### config.mk
export PLATFORM = sky130hd
export DESIGN_NAME = bpa_ctrl
export DESIGN_NICKNAME = d
export VERILOG_FILES = /design/src/rtl/bpa_pkg.sv /design/src/rtl/bpa_ctrl.sv
export SDC_FILE = /design/constraint.sdc
export NUM_CORES = 1
export LEC_CHECK = 0
export BUFFER_PORTS_ARGS = -buffer_cell sky130_fd_sc_hd__buf_2
export CAP_MARGIN = 30
export CORE_AREA = 3 3 40 42
export DETAILED_ROUTE_END_ITERATION = 6
export DIE_AREA = 0 0 43 45
export SLEW_MARGIN = 15
export SYNTH_ARGS = -nofsm -noshare
export SYNTH_HDL_FRONTEND = slang
export SYNTH_SLANG_ARGS = --single-unit
### constraint.sdc
create_clock -name clock -period 3.13 [get_ports clock]
set_input_delay 0.4695 -clock clock [delete_from_list [all_inputs] [get_ports clock]]
set_output_delay 0.4695 -clock clock [all_outputs]
set_load 0.01 [all_outputs]
### src/rtl/bpa_pkg.sv
`timescale 1ns / 1ps
// ----------------------------------------------------------------------------
// bpa_pkg
// Shared constants, payload structs and control structs of the bitmap page
// allocator.
// ----------------------------------------------------------------------------
package bpa_pkg;

   localparam int MAX_PAGES     = 4096;
   localparam int PAGE_BITS     = 12;
   localparam int ADDR_BITS     = 64;
   localparam int POOL_BITS     = 13;
   localparam int COUNT_BITS    = 12;
   localparam int ACTION_BITS   = 2;
   localparam int CSR_IDX_BITS  = 2;
   localparam int WORD_BITS     = 64;
   localparam int BIT_BITS      = $clog2(WORD_BITS);
   localparam int ROW_COUNT     = MAX_PAGES / WORD_BITS;
   localparam int ROW_BITS      = $clog2(ROW_COUNT);
   localparam int PAGE_IDX_BITS = $clog2(MAX_PAGES);

   localparam logic [ACTION_BITS-1:0] ACT_ALLOC = 2'd0;
   localparam logic [ACTION_BITS-1:0] ACT_FREE  = 2'd1;
   localparam logic [ACTION_BITS-1:0] ACT_XLAT  = 2'd2;

   localparam logic [CSR_IDX_BITS-1:0] CSR_PHYS_BASE = 2'd0;
   localparam logic [CSR_IDX_BITS-1:0] CSR_VIRT_BASE = 2'd1;
   localparam logic [CSR_IDX_BITS-1:0] CSR_POOL_SIZE = 2'd2;

   typedef struct packed {
      logic [ACTION_BITS-1:0] action;
      logic [ADDR_BITS-1:0]   target_address;
   } req_type;

   typedef struct packed {
      logic                  ok;
      logic [ADDR_BITS-1:0]  result_address;
      logic [COUNT_BITS-1:0] allocated_count;
   } rsp_type;

   // controller to datapath
   typedef struct packed {
      logic latch;
      logic prep;
      logic read;
      logic check;
      logic advance;
      logic finish;
      logic emit;
   } cmd_type;

   // datapath to controller
   typedef struct packed {
      logic is_alloc;
      logic is_free;
      logic free_bad;
      logic found;
      logic more_rows;
      logic out_free;
   } sts_type;

endpackage

### src/rtl/bpa_ctrl.sv
`timescale 1ns / 1ps
// ----------------------------------------------------------------------------
// bpa_ctrl
// Sequencer of the allocator: takes one request word, walks the map rows
// and hands the finished result to the output register.
// ----------------------------------------------------------------------------
module bpa_ctrl
   import bpa_pkg::*;
(
   input  logic    clock,
   input  logic    reset,
   input  logic    req_valid,
   output logic    req_stall,
   input  sts_type sts,
   output cmd_type cmd
);

   typedef enum logic [5:0] {
      ST_IDLE  = 6'b000001,
      ST_PREP  = 6'b000010,
      ST_READ  = 6'b000100,
      ST_CHECK = 6'b001000,
      ST_ADDR  = 6'b010000,
      ST_DONE  = 6'b100000
   } state_type;

   state_type state_ff, state_in;

   always_comb begin
      state_in = state_ff;
      cmd      = '0;
      unique case (state_ff)
         ST_IDLE: begin
            if (req_valid) begin
               cmd.latch = 1'b1;
               state_in  = ST_PREP;
            end
         end
         ST_PREP: begin
            cmd.prep = 1'b1;
            if (sts.is_alloc || sts.is_free) begin
               state_in = ST_READ;
            end else begin
               state_in = ST_ADDR;
            end
         end
         ST_READ: begin
            // drop a misaligned or out of range free without touching the map
            if (sts.is_free && sts.free_bad) begin
               state_in = ST_ADDR;
            end else begin
               cmd.read = 1'b1;
               state_in = ST_CHECK;
            end
         end
         ST_CHECK: begin
            cmd.check = 1'b1;
            if (sts.is_alloc && !sts.found && sts.more_rows) begin
               cmd.advance = 1'b1;
            end else begin
               state_in = ST_ADDR;
            end
         end
         ST_ADDR: begin
            cmd.finish = 1'b1;
            state_in   = ST_DONE;
         end
         ST_DONE: begin
            if (sts.out_free) begin
               cmd.emit = 1'b1;
               state_in = ST_IDLE;
            end
         end
         default: begin
            state_in = ST_IDLE;
         end
      endcase
   end

   always_ff @(posedge clock) begin
      if (reset) begin
         state_ff <= ST_IDLE;
      end else begin
         state_ff <= state_in;
      end
   end

   assign req_stall = (state_ff != ST_IDLE);

endmodule

==> metrics.txt, run 1 <==
Initial Util 32.04%; Post-synth EDFFs 0; Post-Syn Area 411.6 sq um; share of total power in the clock network 36.1%; Via density 4.938; largest registers state_ff x6; grt met1 use 13.83%; Relative slew margins 73.42%; Cells after Synth 48; worst r2r src state_ff[4]$_SDFFE_PP0P_; Hold Path Class in2reg; Leak 0.0002393 uW; CTS Hold Bufs 0; layout cells sized above 1 40.91%; vias in the first global route 389; cells taking the most area after synthesis dfxtp_1, nor2_1, nor4_4; FFs w/ async S/R, synth 0%; WS Path Type reg2out; combinational share of power 20.9%; PostCTS Resize Cnt 0; GRT Residual Overflow 0; Ant. Diodes 0; Routed WL 918 um; # DRC 0; yosys warns 0; clock period minus worst slack 2203 ps; FF+latch count, synth 6; DIE WIDTH 43 um; die span in y 45 um; Psw 51.63 uW; Final Max Slew Viols 0; Rows 13; RSZ-0062 raised after global routing false; post-synth top area cell dfxtp_1; insertion delay to the later sink of the worst-skew pair 240 ps; total track usage 10.93%; pin count of the biggest net entering global routing 10; Reg2Reg Setup Slack 1480 ps; postcts setup bufs 0; Register-to-Register Path Depth 4; RD Place Congestion 0.7786; Final Util 40.90%; TritonCTS clock tree yes; crit path to cmd[2]; switching share of power 26.35%; max FFs per register 6; sequential power share 43.0%; area grow syn2layout 27.66%; setup TNS 0 ps; met3 Use GR 3.187%; Final period util 70.39%; multi-input logic area 280.3 sq um; Required @ worst endpoint 2660 ps; RR Endpoint state_ff[0]$_SDFFE_PP1P_; DR pass1 iterations 2; number of nets with antenna violations after routing 0; global routing's busiest layer met2; Detail Placement HPWL 757 um; Max-cap violations 0; clk_skew 0.6257 ps; num ports 17; commonest register cell after synthesis dfxtp_1; Worst Path Max Fanout 9; Worst Path Arrival 1730 ps; global-route wire length before repair 1587 um; Crit. End Element output pin; Fill cells 134; initial antenna violation count 0; worst slew pin tran 397.7 ps; final setup fails 0; Post-Syn Area per Cell 8.576 sq um; Core ar. 1285 sq um; Worst Setup Start Kind register; Pint 144.3 uW; TritonCTS Buffers 3; status completed; DRT iter0 DRCs 4; Clock Tree Root clkbuf_4; post-synth cell types 29; sequential area share after synthesis 29.18%; fmax 453.9 MHz; die area 1935 sq um; Reg with most FFs state_ff; Mapped Nets 57; via count 400; P per Cell Area 372.9 nW/um^2; # H-tree levels 1; Clock Sinks 6; wire per inst 11.33 um; nets 77; sequential cell area 120.1 sq um; worst-case clock buffer depth 2; Setup crit start state_ff[4]$_SDFFE_PP0P_; Hold Vio Cnt, Final 0; top-area cell type share of the netlist area 29.18%; met2 Usage GRT 16.17%; Reg clk slew, reported paths 40 ps; worst vdd ir 0.0002272 V; port bufs 16
-- routing by layer --
metal | part of all wire, % | vias to the layer above | routed length, um
met5 | 0 | - | 0
li1 | - | 214 | -
met2 | 44 | 15 | 403
met3 | 8.2 | 2 | 75
met1 | 46 | 169 | 424
met4 | 1.6 | 0 | 15
-- synth_stat cells (all sizes together), types with 2 or more instances --
| cell type | instances |
|---|---|
| and4b | 2 |
| dfxtp | 6 |
| nor2 | 11 |
| o21ai | 2 |
| nand2b | 3 |
| nor3b | 2 |
| nor4 | 3 |
| nand2 | 2 |
-- worst min path at each step --
stage | startpoint | to | cells past startpoint
5_1_grt | reset | state_ff[1]$_SDFFE_PP0P_ | 2
3_5_place_dp | state_ff[5]$_SDFFE_PP0P_ | state_ff[4]$_SDFFE_PP0P_ | 2
3_3_place_gp | state_ff[5]$_SDFFE_PP0P_ | state_ff[4]$_SDFFE_PP0P_ | 2
4_1_cts | reset | state_ff[1]$_SDFFE_PP0P_ | 2
6_report | reset | state_ff[1]$_SDFFE_PP0P_ | 2
2_1_floorplan | reset | state_ff[1]$_SDFFE_PP0P_ | 1
-- final cells by class --
class | instances | share of cell area [%]
multi-input combinational | 40 | 53.33
sequential | 6 | 22.86
timing repair buffer | 16 | 15.24
clock buffer | 3 | 4.286
tap | 15 | 3.571
inverter | 1 | 0.7143
-- cell families (layout without fill, tap and decap cells) --
kind of cell | count (synthesis) | in the layout | share of synthesized area (%)
flops | 6 | 6 | 29.18
xor+xnor | 1 | 1 | 2.128
simple gates | 32 | 32 | 53.50
compound gates | 7 | 7 | 12.46
buf+inv | 2 | 20 | 2.735
-- worst max-delay path: stages, from the launching register on --
cell and delay, ps:
dfxtp_1 360, or4_4 590, nor4_4 350, buf_2 190
-- power groups by stage --
stage               clock network, uW  logic [uW]  registers, uW
floorplan                           0        27.5           84.5
global placement                    0        41.3           85.7
detailed placement                  0        41.4           85.7
CTS                              75.3        41.6           84.2
global route                     79.7        46.0           84.7
finish                           70.7        40.9           84.3
-- through the flow --
stage | hold slack, ps | cells | cell area, sq um | setup WS [ps] | total power [uW]
floorplan | 541.1 | 48 | 411.6 | 1346 | 111.9
CTS | 454.4 | 81 | 525.5 | 901.5 | 201.2
global placement | 704.5 | 78 | 503.0 | 1213 | 127.0
global route | 465.3 | 81 | 525.5 | 845.4 | 210.4
detailed placement | 690.1 | 78 | 503.0 | 1173 | 127.0
finish | 461.4 | 81 | 525.5 | 926.7 | 195.9
-- placed cells by master (no fill, tap or decap), types with 2 or more instances in the layout --
cell / netlist / routed
nor3b_1: 2 / 2
buf_2: 0 / 16
nor2_1: 10 / 10
nand2b_1: 2 / 2
clkbuf_4: 0 / 3
nand2_1: 2 / 2
nor4_1: 2 / 2
dfxtp_1: 6 / 6
o21ai_0: 2 / 2
(Power assumes the default switching activity.)
==> run 2: changes to the inputs <==
==> constraint.sdc (replaced) <==
create_clock -name clock -period 2.3 [get_ports clock]
set_input_delay 0.345 -clock clock [delete_from_list [all_inputs] [get_ports clock]]
set_output_delay 0.345 -clock clock [all_outputs]
set_load 0.01 [all_outputs]
==> run 2 against run 1 <==
Setup slack worse by 720 ps; first-iteration DRC count grew to 3.0 times the previous value; clock power up 35%.
==> metrics.txt, run 2 (synthesis gave the netlist of run 1 again) <==
Worst Setup Start Kind register; switching share of power 26.38% (+0.031 points); sequential power share 43.1% (about the same); global-route wire length before repair 1593 um (+0.38%); # DRC 0 (unchanged); Worst Path Max Fanout 9 (unchanged); insertion delay to the later sink of the worst-skew pair 240 ps (about the same); PostCTS Resize Cnt 0 (unchanged); Max-cap violations 0 (unchanged); Detail Placement HPWL 795.1 um (+5.0%); TritonCTS Buffers 3 (unchanged); CP Cell Sequence or4_4, nor4_4, buf_2; TritonCTS clock tree yes; Max stage delay on crit path 590 ps (about the same); Ant. Diodes 0 (unchanged); GRT Residual Overflow 0 (unchanged); vias in the first global route 395 (+1.5%); multi-input logic area 280.3 sq um (unchanged); worst-case clock buffer depth 2 (unchanged); Fill cells 146 (+9.0%); Worst Path Arrival 1750 ps (+20 ps); Hold Slack 339.4 ps (-122.0 ps); setup TNS 0 ps (unchanged); DR pass1 iterations 4 (+2); nets 77 (unchanged); Pint 196.4 uW (+36%); RSZ-0062 raised after global routing false; commonest non-fill, non-tap cells in the layout buf_2, nor2_1, dfxtp_1; Clock Tree Root clkbuf_4; P per Cell Area 507.6 nW/um^2 (+36%); Via density 5.370 (+8.8%); Worst path slowest cell or4_4; largest registers state_ff x6; max FFs per register 6 (unchanged); DRT iter0 DRCs 12 (+8); die span in y 45 um (unchanged); Rows 13 (unchanged); final setup fails 0 (unchanged); initial antenna violation count 0 (unchanged); port bufs 16 (unchanged); combinational share of power 21.2% (+0.3 points); via count 435 (+8.8%); Reg with most FFs state_ff; fmax 478.4 MHz; final instance area 525.5 sq um (unchanged); sequential cell area 120.1 sq um (unchanged); Psw 70.37 uW (+36%); number of nets with antenna violations after routing 0 (unchanged); Crit. End Element output pin; DP Area 503.0 sq um (unchanged); Core ar. 1285 sq um (unchanged); Clock Sinks 6 (unchanged); Reg clk slew, reported paths 40 ps (about the same); area grow syn2layout 27.66% (unchanged); # H-tree levels 1 (unchanged); clk_skew 0.5191 ps (-0.1066 ps); Leak 0.0002393 uW (unchanged); num ports 17 (unchanged); status completed; WS Path Type reg2out; layout cells sized above 1 40.91% (unchanged); CTS Hold Bufs 0 (unchanged); Hold Path Class in2reg; worst slew pin tran 450.9 ps (+53.21 ps); clock period minus worst slack 2090 ps; Final Util 40.90% (unchanged); Final period util 90.88%; wire per inst 12.26 um (+8.2%); Relative slew margins 69.86% (-3.6 points); Routed WL 993 um (+8.2%); die area 1935 sq um (unchanged); RD Place Congestion 0.7796 (+0.13%); postcts setup bufs 0 (unchanged); Hold Vio Cnt, Final 0 (unchanged); total track usage 10.99% (+0.056 points); Required @ worst endpoint 1960 ps (-700 ps); DIE WIDTH 43 um (unchanged); commonest non-fill, non-tap cell in the layout buf_2; share of total power in the clock network 35.7% (-0.4 points); worst vdd ir 0.0002598 V (+14%); pin count of the biggest net entering global routing 10 (unchanged); Initial Util 32.04% (unchanged); Final Max Slew Viols 0 (unchanged)
==> run 2: cell type report <==
class | instances | share of cell area [%]
Clock buffer | 3 | 4.286
Inverter | 1 | 0.7143
Multi-Input combinational cell | 40 | 53.33
Sequential cell | 6 | 22.86
Tap cell | 15 | 3.571
Timing Repair Buffer | 16 | 15.24
==> run 2: path summary, 6_finish.rpt <==
kind                             from                       end  slack [ps]  depth (start not counted)
max          state_ff[4]$_SDFFE_PP0P_                    cmd[2]         210                          3
min                             reset  state_ff[1]$_SDFFE_PP0P_         340                          2
max reg2reg  state_ff[1]$_SDFFE_PP0P_  state_ff[4]$_SDFFE_PP0P_         630                          4
min reg2reg  state_ff[5]$_SDFFE_PP0P_  state_ff[4]$_SDFFE_PP0P_         700                          2
==> run 2: worst max-delay path: cells and delay by family (launching register included) <==
kind | cells | cell delay (ps)
flip-flops | 1 | 370
buffers and inverters | 1 | 190
AND/OR/NAND/NOR | 2 | 950
==> run 2: power by group through the flow <==
stage	Clock [uW]	Sequential (uW)	Combinational [uW]
finish	95.3	115	56.5
global route	107	115	61.5
CTS	99.7	115	57.1
detailed placement	0	117	56.4
global placement	0	117	56.2
floorplan	0	115	37.4
==> run 2: per-stage QoR <==
stage	setup WS (ps)	power, uW	std cells
after floorplan	640.5	152.3	48
after global placement	507.2	172.9	78
after detailed placement	455.9	173.0	78
after CTS	190.4	271.7	81
after global routing	132.8	283.5	81
final	209.7	266.7	81
==> run 2: metal layers <==
| metal | GRT usage, % | wire length, um | vias up |
|---|---|---|---|
| met5 | 0 | 0 | - |
| met4 | 7.229 | 10 | 0 |
| met3 | 2.390 | 90 | 2 |
| met2 | 16.17 | 466 | 22 |
| met1 | 14.46 | 426 | 194 |
| li1 | - | - | 217 |
==> run 3: changes to the inputs <==
--- a/config.mk
+++ b/config.mk
@@ -6,7 +6,7 @@
 export NUM_CORES = 1
 export LEC_CHECK = 0
 export BUFFER_PORTS_ARGS = -buffer_cell sky130_fd_sc_hd__buf_2
-export CAP_MARGIN = 30
+export CAP_MARGIN = 10
 export CORE_AREA = 3 3 40 42
 export DETAILED_ROUTE_END_ITERATION = 6
 export DIE_AREA = 0 0 43 45
==> constraint.sdc (replaced) <==
create_clock -name clock -period 2.1 [get_ports clock]
set_input_delay 0.315 -clock clock [delete_from_list [all_inputs] [get_ports clock]]
set_output_delay 0.315 -clock clock [all_outputs]
set_load 0.01 [all_outputs]
==> run 3 against run 2 <==
Utilization increased by 1.2 points; flip-flop and latch count unchanged; power increased by 8.9%; wire length decreased by 4.4%; sequential share of layout area decreased by 0.63 points; critical path type unchanged; first-iteration DRC count decreased by 33%; cell count increased by 2.5%; combinational power increased by 8.1%; clock-buffer cell count unchanged; clock skew increased by 1.7 ps.
==> metrics.txt, run 3 (synthesis gave the netlist of run 1 again) <==
final setup fails 0 (unchanged); DP Area 503.0 sq um (unchanged); Hold Path Sink state_ff[1]$_SDFFE_PP0P_; postcts setup bufs 0 (unchanged); RD Place Congestion 0.7794 (about the same); nets 79 (+2.6%); DIE WIDTH 43 um (unchanged); Via density 4.988 (-7.1%); Reg with most FFs state_ff; Required @ worst endpoint 1780 ps (-180 ps); die area 1935 sq um (unchanged); final instance area 540.5 sq um (+2.9%); Register-to-Register Path Depth 5 (+1); Hold Path Class in2reg; port bufs 16 (unchanged); clk_skew 2.193 ps (+1.674 ps); TritonCTS clock tree yes; fmax 499.6 MHz; Final period util 95.31%; worst slew pin tran 432.2 ps (-18.69 ps); DRT iter0 DRCs 8 (-4); layout cells sized above 1 42.65% (+1.7 points); clock period minus worst slack 2002 ps; global-route wire length before repair 1566 um (-1.7%); RR Endpoint state_ff[0]$_SDFFE_PP1P_; RSZ-0062 raised after global routing false; Reg clk slew, reported paths 40 ps (about the same); Core ar. 1285 sq um (unchanged); number of nets with antenna violations after routing 0 (unchanged); TritonCTS Buffers 3 (unchanged); commonest non-fill, non-tap cells in the layout buf_2, nor2_1, dfxtp_1; Worst Path Max Fanout 9 (unchanged); global routing's busiest layer met2; pin count of the biggest net entering global routing 10 (unchanged); Fill cells 139 (-4.8%); Worst Path Arrival 1690 ps (-60 ps); GRT Residual Overflow 0 (unchanged); Crit. End Element output pin; Initial Util 32.04% (unchanged); max FFs per register 6 (unchanged); met2 Usage GRT 15.87% (-0.30 points); Leak 0.0002502 uW (+4.6%); CTS Hold Bufs 0 (unchanged); largest registers state_ff x6; Hold Vio Cnt, Final 0 (unchanged); grt met1 use 14.73% (+0.28 points); hold path cells 2 (unchanged); multi-input logic area 280.3 sq um (unchanged); vias in the first global route 360 (-8.9%); Relative slew margins 71.11% (+1.2 points); P per Cell Area 537.5 nW/um^2 (+5.9%); Routed WL 949 um (-4.4%); worst vdd ir 0.0003352 V (+29%); WS Path Type reg2out; Worst Setup Start Kind register; Max-cap violations 0 (unchanged); wire per inst 11.43 um (-6.7%); Ant. Diodes 0 (unchanged); commonest non-fill, non-tap cell in the layout buf_2; PostCTS Resize Cnt 0 (unchanged); die span in y 45 um (unchanged); # H-tree levels 1 (unchanged); num ports 17 (unchanged); area grow syn2layout 31.31%; via count 414 (-4.8%); insertion delay to the later sink of the worst-skew pair 240 ps (about the same); total track usage 11.00% (about the same); status completed; # DRC 0 (unchanged); worst r2r src state_ff[4]$_SDFFE_PP0P_; DR pass1 iterations 2 (-2); Clock Sinks 6 (unchanged); Hold Startpoint reset; Rows 13 (unchanged); Clock Tree Root clkbuf_4; sequential cell area 120.1 sq um (unchanged); setup TNS 0 ps (unchanged); worst-case clock buffer depth 2 (unchanged); Reg2Reg Setup Slack 370 ps (-260 ps); Final Max Slew Viols 0 (unchanged); initial antenna violation count 0 (unchanged); met3 Use GR 2.390% (unchanged)
run 3: area by class of cell:
cell class / instances / share of cell area [%]
clock buffers: 3 / 4.167
well taps: 15 / 3.472
flip-flops and latches: 6 / 22.22
inverters: 1 / 0.6944
multi-input cells: 40 / 51.85
repair buffers: 18 / 17.59
run 3: power by group:
| part | leakage [uW] | internal (uW) | switching (uW) |
|---|---|---|---|
| Sequential | 0.0000488 | 119 | 7.07 |
| Combinational | 0.000188 | 31.5 | 29.6 |
| Clock | 0.0000138 | 64.5 | 39.1 |
run 3: worst max-delay path by stage:
stage / cells past startpoint / slack, ps / start / end
after floorplan: 4 / 460 / state_ff[4]$_SDFFE_PP0P_ / state_ff[0]$_SDFFE_PP1P_
after global placement: 3 / 340 / state_ff[4]$_SDFFE_PP0P_ / cmd[2]
after detailed placement: 3 / 270 / state_ff[4]$_SDFFE_PP0P_ / cmd[2]
after CTS: 3 / 7 / state_ff[4]$_SDFFE_PP0P_ / cmd[2]
after global routing: 3 / 40 / state_ff[4]$_SDFFE_PP0P_ / cmd[2]
final: 3 / 100 / state_ff[4]$_SDFFE_PP0P_ / cmd[2]
run 3: through the flow:
| step | util, % | setup WS [ps] | total power (uW) | cells | hold WS, ps |
|---|---|---|---|---|---|
| 6_report | 42.06 | 98.46 | 290.5 | 83 | 307.4 |
| 5_1_grt | 42.06 | 35.66 | 313.4 | 83 | 315.2 |
| 4_1_cts | 40.90 | 6.643 | 297.4 | 81 | 300.5 |
| 3_5_place_dp | 39.14 | 268.2 | 189.2 | 78 | 561.9 |
| 3_3_place_gp | 39.14 | 337.0 | 189.3 | 78 | 551.6 |
| 2_1_floorplan | - | 457.5 | 166.9 | 48 | 386.6 |
run 3: per-layer routing:
layer | routed length, um | vias to the layer above
met1 | 456 | 179
met4 | 20 | 0
met5 | 0 | -
met2 | 399 | 15
met3 | 72 | 2
li1 | - | 218
run 3: critical path: stages (launching register included):
cell     delay [ps]
dfxtp_1         360
or4_4           590
nor4_4          320
buf_2           180
